===== config.mk =====
export PLATFORM = sky130hd
export DESIGN_NAME = tsptt_home
export DESIGN_NICKNAME = d
export VERILOG_FILES = /design/src/rtl/tsptt_pkg.sv /design/src/rtl/tsptt_home.sv
export SDC_FILE = /design/constraint.sdc
export NUM_CORES = 1
export LEC_CHECK = 0
export BUFFER_PORTS_ARGS = -buffer_cell sky130_fd_sc_hd__clkbuf_2
export CORE_MARGIN = 10
export CORE_UTILIZATION = 25
export DETAILED_ROUTE_END_ITERATION = 8
export PLACE_DENSITY = 0.86
export REMOVE_ABC_BUFFERS = 1
export SYNTH_ARGS = -nofsm -noshare
export SYNTH_HDL_FRONTEND = slang
export SYNTH_SLANG_ARGS = --single-unit
export TNS_END_PERCENT = 10

===== constraint.sdc =====
create_clock -name i_clk -period 0.8 [get_ports i_clk]
set_input_delay 0.12 -clock i_clk [delete_from_list [all_inputs] [get_ports i_clk]]
set_output_delay 0.12 -clock i_clk [all_outputs]
set_load 0.005 [all_outputs]

===== src/rtl/tsptt_pkg.sv =====
`default_nettype none

package tsptt_pkg;

    localparam int KEY_W   = 64;
    localparam int BOUND_W = 24;
    localparam int KIND_W  = 2;

    typedef enum logic [KIND_W-1:0] {
        KIND_STORE  = 2'd0,
        KIND_LOOKUP = 2'd1,
        KIND_CLEAR  = 2'd2
    } t_kind;

    typedef enum logic [2:0] {
        ST_IDLE,
        ST_HOME,
        ST_RD_NEXT,
        ST_DECIDE,
        ST_CLEAR
    } t_state;

    typedef struct packed {
        logic [KEY_W-1:0]   key;
        logic [BOUND_W-1:0] bound;
    } t_entry;

    localparam int ENTRY_W = KEY_W + BOUND_W;

endpackage

`default_nettype wire


===== src/rtl/tsptt_home.sv =====
`default_nettype none

module tsptt_home
    import tsptt_pkg::*;
#(
    parameter int DEPTH = 4096
) (
    input  wire logic                     i_clk,
    input  wire logic                     i_rst_n,
    input  wire logic                     i_start,
    input  wire logic [KEY_W-1:0]         i_key,
    output logic                          o_done,
    output logic      [$clog2(DEPTH)-1:0] o_home
);

    localparam int AW      = $clog2(DEPTH);
    localparam bit IS_POW2 = ((DEPTH & (DEPTH - 1)) == 0);
    localparam int NBYTES  = KEY_W / 8;
    localparam int BCW     = $clog2(NBYTES);

    generate
        if (IS_POW2) begin : g_mask
            logic          r_done;
            logic [AW-1:0] r_home;

            always_ff @(posedge i_clk) begin
                if (!i_rst_n) begin
                    r_done <= 1'b0;
                end else begin
                    r_done <= i_start;
                end
            end

            always_ff @(posedge i_clk) begin
                if (i_start) begin
                    r_home <= i_key[AW-1:0];
                end
            end

            assign o_done = r_done;
            assign o_home = r_home;
        end else begin : g_reduce
            logic             r_busy;
            logic             r_done;
            logic [BCW-1:0]   r_byte;
            logic [KEY_W-1:0] r_key;
            logic [AW-1:0]    r_rem;
            logic [AW-1:0]    n_rem;

            // eight shift and conditional subtract steps, one byte a cycle, msb first
            always_comb begin
                logic [AW:0] rem;
                rem = {1'b0, r_rem};
                for (int i = 0; i < 8; i++) begin
                    rem = {rem[AW-1:0], r_key[KEY_W-1-i]};
                    if (rem >= (AW+1)'(DEPTH)) begin
                        rem = rem - (AW+1)'(DEPTH);
                    end
                end
                n_rem = rem[AW-1:0];
            end

            always_ff @(posedge i_clk) begin
                if (!i_rst_n) begin
                    r_busy <= 1'b0;
                    r_done <= 1'b0;
                    r_byte <= '0;
                end else begin
                    r_done <= 1'b0;
                    if (i_start) begin
                        r_busy <= 1'b1;
                        r_byte <= '0;
                    end else if (r_busy) begin
                        r_byte <= r_byte + BCW'(1);
                        if (r_byte == BCW'(NBYTES - 1)) begin
                            r_busy <= 1'b0;
                            r_done <= 1'b1;
                        end
                    end
                end
            end

            always_ff @(posedge i_clk) begin
                if (i_start) begin
                    r_key <= i_key;
                    r_rem <= '0;
                end else if (r_busy) begin
                    r_key <= {r_key[KEY_W-9:0], 8'h00};
                    r_rem <= n_rem;
                end
            end

            assign o_done = r_done;
            assign o_home = r_rem;
        end
    endgenerate

endmodule

`default_nettype wire


# After elaboration in Yosys (flattened, before gate mapping)
# Cells that the tools add are included.
# word_totals
out_inout_bits	13
in_bits	67
elab_cells	2
regBits	13

# Longest topological paths before layout
# Gate-level depths: netlist (run 1).
# depth
depth_word	0
mapped_depth	1
ltp_nobuf	1

# Worst setup path before layout (run 1)
# No wires, ideal clock.
# synth_path
path_type	reg-to-output
start	reg g_mask.r_home[0] (netlist: o_home[0])
end	out o_home[0]
n_path_buf	0
setup_slack_ps	325
arrival_ps	355
path_stages_with_launch	1
required_time_ps	680
path_cell_list	edfxtp_1
# synth_rtl
item	line	text
from (decl)	tsptt_home.sv:24	logic [AW-1:0] r_home;
from (signal assigned)	tsptt_home.sv:36	r_home <= i_key[AW-1:0];
to (decl)	tsptt_home.sv:13	output logic [$clog2(DEPTH)-1:0] o_home
# No word-level cell between the ends.

# Worst setup path after layout (run 1)
# layout_path
start	reg g_mask.r_home[9] (netlist: o_home[9])
end	out o_home[9]
# No word-level cell between the ends.

==> out/qor.txt, run 1 <==
run status = finished with violations
failing checks = setup timing
crit path capture type = output port
Synth Area per Inst = 27.6 um2
worst-case clock buffer depth = 2
min Tclk post-route = 0.914 ns
dpl cells = 57
Setup TNS = -0.993 ns
post-synthesis register bit count = 13
drt wl/cell = 15.5 um
H-tree Lvls = 1
CP required = 0.68 ns
crit-path max FO = 1
Residual DRC = 0
Num CTS Buffers = 3
port buffer count = 27
cell family with most CP delay = flip-flops
vias per inst = 4.08
Distinct cells, synth = 3
Area Overhead vs Synth = 47.6%
NetSw = 0.000268 W
kind of critical path = reg2out
Final period util = 1.14
Worst EP arrival = 0.79 ns
Initial Util = 0.260
row count = 14
largest net degree at the start of global routing = 14
Routability Congestion = 0.642
ant diodes = 0
CP Launch Point = o_home[9]
Comb pwr share = 0.080
drt initial violations = 2
Post-DRT Antenna Nets = 0
total global-route track usage = 0.0584
boundary pin count = 80
CTS tree = yes
internal cell power = 0.00104 W
initial antenna violation count = 0
CTS clock-pin slew for the worst setup and hold paths = 0.08 ns
switching share of power = 0.205
clk root buf = clkbuf_4
sequential share of the synthesized area = 0.984
first drt pass iteration count = 2
post-synth top area cell = edfxtp_1
nets = 113
gr ovfl total = 0
CP cell instances = clkbuf_2
Critical-path top delay cell = edfxtp_1
Least-Margin Pin Slew = 0.300 ns
Post-Synthesis Cells = 14
die height = 59.3 um
clock power share = 0.299
Setup crit start kind = register
Finished Layout Cells = 61
Flop pwr share = 0.621
full die area = 3520 um2
RSZ-0062 raised after global routing = yes
Critical Path Max Stage Delay = 0.39 ns
Filler cells = 149
Hold Path Origin = i_key[2]
share of cells above drive strength 1 = 0.711
Routed WL = 948 um
die width = 59.3 um
Fin. Hold Viols = 0
Worst VDD drop = 1120 uV
Static Leak = 0.259 nW
final setup fails = 13
highest clock rate = 1090 MHz
Hold WC Path Type = in2reg
PnR worst setup slack = -0.114 ns
maxcap violations = 0
Post-Syn Area = 387 um2
vias in the first global route = 302
clk sinks = 13
first-pass GRT wire length = 1460 um
CORE AREA = 1490 um2
Slew HR = 0.800
share of the synthesized area in the top cell type = 0.932
Final Max Tran Viols = 0
WP buf/inv = 1
synth warn = 0
total number of vias = 249
synth top area cells = edfxtp_1 93%, dfxtp_1 5.2%, and2_1 1.6%
Power Density = 2290 nW/um2
==> timing repair <==
item / 4_1_cts / 5_1_grt
gates resized for setup: 0 / 2
hold buffers: 0 / 0
buffers inserted: 0 / 0
endpoints found under the setup margin: 13 / 13
==> worst paths after layout <==
kind	end	slack, ns	cells past startpoint
worst max-delay path	o_home[9]	-0.11	1
worst min-delay path	o_home[2]	0.02	1
==> Yosys cell counts <==
| cell | number |
|---|---|
| edfxtp_1 | 12 |
| and2_1 | 1 |
| dfxtp_1 | 1 |
==> logic make-up (layout without fill, tap and decap cells) <==
family | Yosys count | after routing | synth area share
buf+inv | 0 | 31 | 0
flops | 13 | 13 | 0.984
simple gates | 1 | 1 | 0.0162
==> state kept, by name (all words and copies together) (netlist names) <==
name and flops:
o_home 12, o_done 1
==> power by group through the flow <==
| stage | Clock [W] | Sequential (W) | Combinational, W |
|---|---|---|---|
| detailed placement | 0 | 0.000829 | 0.000108 |
| global placement | 0 | 0.000825 | 0.000106 |
| global route | 0.000431 | 0.000820 | 0.000118 |
| floorplan | 0 | 0.000835 | 0.00000160 |
| CTS | 0.000412 | 0.000814 | 0.000108 |
| finish | 0.000391 | 0.000813 | 0.000104 |
==> stage by stage <==
step | cell area [um2] | hold slack, ns | power (W) | utilization | setup slack [ns]
6_report | 571 | 0.0186 | 0.00131 | 0.383 | -0.114
4_1_cts | 569 | 0.00930 | 0.00133 | 0.382 | -0.130
3_5_place_dp | 542 | 0.299 | 0.000937 | 0.364 | 0.0696
2_1_floorplan | 387 | 0.219 | 0.000837 | - | 0.325
5_1_grt | 571 | 0.00431 | 0.00137 | 0.383 | -0.157
3_3_place_gp | 542 | 0.298 | 0.000931 | 0.364 | 0.0951
==> final cells by class <==
type,count,area [um2],area share
Clock buffer,3,22.5,0.0395
Clock inverter,1,5.00,0.00877
Multi-Input combinational cell,1,6.26,0.0110
Sequential cell,13,382,0.669
Tap cell,16,20.0,0.0351
Timing Repair Buffer,27,135,0.237
==> cells in the final DEF, fill, tap and decap left out <==
cell and n:
dfxtp_2 1, clkbuf_2 26, clkinv_2 1, buf_2 1, edfxtp_1 12, and2_1 1
clkbuf_4 3
==> routing by layer <==
metal  track usage  share of wire  vias to the layer above
met2        0.0713           0.39                       23
met3        0.0601           0.22                        2
met1        0.0623           0.38                      107
li1              -              -                      117
met4        0.0295         0.0084                        0
met5             0              0                        -
Power figures use the tool's default switching activity.
==> run 2, diff against run 1 <==
==> constraint.sdc (replaced) <==
create_clock -name i_clk -period 0.8 [get_ports i_clk]
set_input_delay 0.04 -clock i_clk [delete_from_list [all_inputs] [get_ports i_clk]]
set_output_delay 0.04 -clock i_clk [all_outputs]
set_load 0.005 [all_outputs]
==> run 2 against run 1 <==
Against the previous run: the flow still finishes with violations (setup timing); clock-buffer cell count unchanged; power increased by 4.3%; flip-flop and latch count unchanged; critical path type unchanged.
==> out/qor.txt, run 2 (synthesized netlist as in run 1, its figures left out) <==
run status = finished with violations
failing checks = setup timing
final core utilization = 0.470
commonest non-fill, non-tap cells in the layout = 26 x clkbuf_2, 13 x dlygate4sd3_1, 12 x edfxtp_1
total global-route track usage = 0.0628
Worst EP arrival = 0.80 ns
Setup crit start kind = register
Initial Util = 0.260
min Tclk post-route = 0.841 ns
crit-path max FO = 1
WP buf/inv = 1
Setup TNS = -0.110 ns
H-tree Lvls = 1
largest net degree at the start of global routing = 14
GR Layer Usage met2 = 0.0892
NetSw = 0.000284 W
vias per inst = 4.04
vias in the first global route = 368
met1 usage = 0.0574
Num CTS Buffers = 3
CP cell instances = clkbuf_2
CP required = 0.76 ns
area of the multi-input gates = 6.26 um2
RSZ-0062 raised after global routing = yes
CTS tree = yes
Power Density = 1950 nW/um2
clk root buf = clkbuf_4
first drt pass iteration count = 2
Least-Margin Pin Slew = 0.298 ns
worst hold stages = 1
Fin. Hold Viols = 0
row count = 14
drt wl/cell = 14.4 um
worst-case clock buffer depth = 2
Critical-path top delay cell = edfxtp_1
total number of vias = 299
FF+latch area = 380 um2
Area Overhead vs Synth = 80.9%
internal cell power = 0.00108 W
Filler cells = 130
kind of critical path = reg2out
switching share of power = 0.208
port buffer count = 27
nets = 126
Flop pwr share = 0.596
Post-DRT Antenna Nets = 0
max reg flops = 12
CORE AREA = 1490 um2
die width = 59.3 um
first-pass GRT wire length = 1600 um
GRT busiest layer = met2
full die area = 3520 um2
PnR worst setup slack = -0.0414 ns
Residual DRC = 0
initial antenna violation count = 0
most common cell after layout, fill and taps aside = clkbuf_2
Routed WL = 1060 um
routing usage on met3 = 0.0644
Comb pwr share = 0.114
maxcap violations = 0
clock power share = 0.290
Hold Path Origin = i_start
Hold WC Path Type = in2reg
ant diodes = 0
Critical Path Max Stage Delay = 0.40 ns
CTS clock-pin slew for the worst setup and hold paths = 0.08 ns
gr ovfl total = 0
Slew HR = 0.801
cell family with most CP delay = flip-flops
Static Leak = 0.313 nW
Worst VDD drop = 919 uV
crit path capture type = output port
Post-CTS Setup Bufs = 0
Routability Congestion = 0.642
Final Max Tran Viols = 0
final setup fails = 7
Final period util = 1.05
share of cells above drive strength 1 = 0.534
clk sinks = 13
Worst Hold End = o_home[8]
die height = 59.3 um
highest clock rate = 1190 MHz
drt initial violations = 4
boundary pin count = 80
==> run 2: cell count changes in the layout (fill, tap and decap cells not counted) <==
cell | before | now
dfxtp_1 | 0 | 1
dfxtp_2 | 1 | 0
dlygate4sd3_1 | 0 | 13
==> run 2: timing repair <==
item                                    4_1_cts  5_1_grt
endpoints found under the setup margin       12       12
endpoints found under the hold margin        13        0
cloned                                        0        0
resized for setup                             0        1
hold buffers                                 13        0
==> run 2: worst max-delay path by stage <==
stage | start | endpoint | slack (ns) | cells past startpoint
after floorplan | o_home[0] | o_home[0] | 0.40 | 0
after global placement | i_start | o_home[4] | 0.18 | 1
after detailed placement | i_start | o_home[2] | 0.15 | 1
after CTS | o_home[9] | o_home[9] | -0.05 | 1
after global routing | o_home[9] | o_home[9] | -0.09 | 1
final | o_home[9] | o_home[9] | -0.04 | 1
==> run 2: per-layer routing <==
layer / wire length, um / up-vias
li1: - / 144
met1: 360 / 130
met2: 471 / 23
met3: 225 / 2
met4: 8 / 0
met5: 0 / -
==> run 2: power groups by stage <==
stage               Sequential, W  Combinational (W)  Clock [W]
global placement         0.000825           0.000106          0
CTS                      0.000814           0.000159   0.000412
finish                   0.000813           0.000155   0.000396
floorplan                0.000835         0.00000160          0
detailed placement       0.000829           0.000108          0
global route             0.000819           0.000173   0.000432
==> run 2: metrics by stage <==
step	std cells	hold WS [ns]	instance area, um2	worst slack (ns)	power [W]
global route	74	0.222	699	-0.0882	0.00142
global placement	57	0.218	542	0.175	0.000931
finish	74	0.205	699	-0.0414	0.00136
detailed placement	57	0.219	542	0.150	0.000937
CTS	74	0.205	699	-0.0498	0.00139
floorplan	14	0.139	387	0.405	0.000837
==> run 2: layout make-up <==
class	count	area share
Sequential cell	13	0.544
Timing Repair Buffer	40	0.379
Clock buffer	3	0.0322
Tap cell	16	0.0286
Multi-Input combinational cell	1	0.00894
Clock inverter	1	0.00716
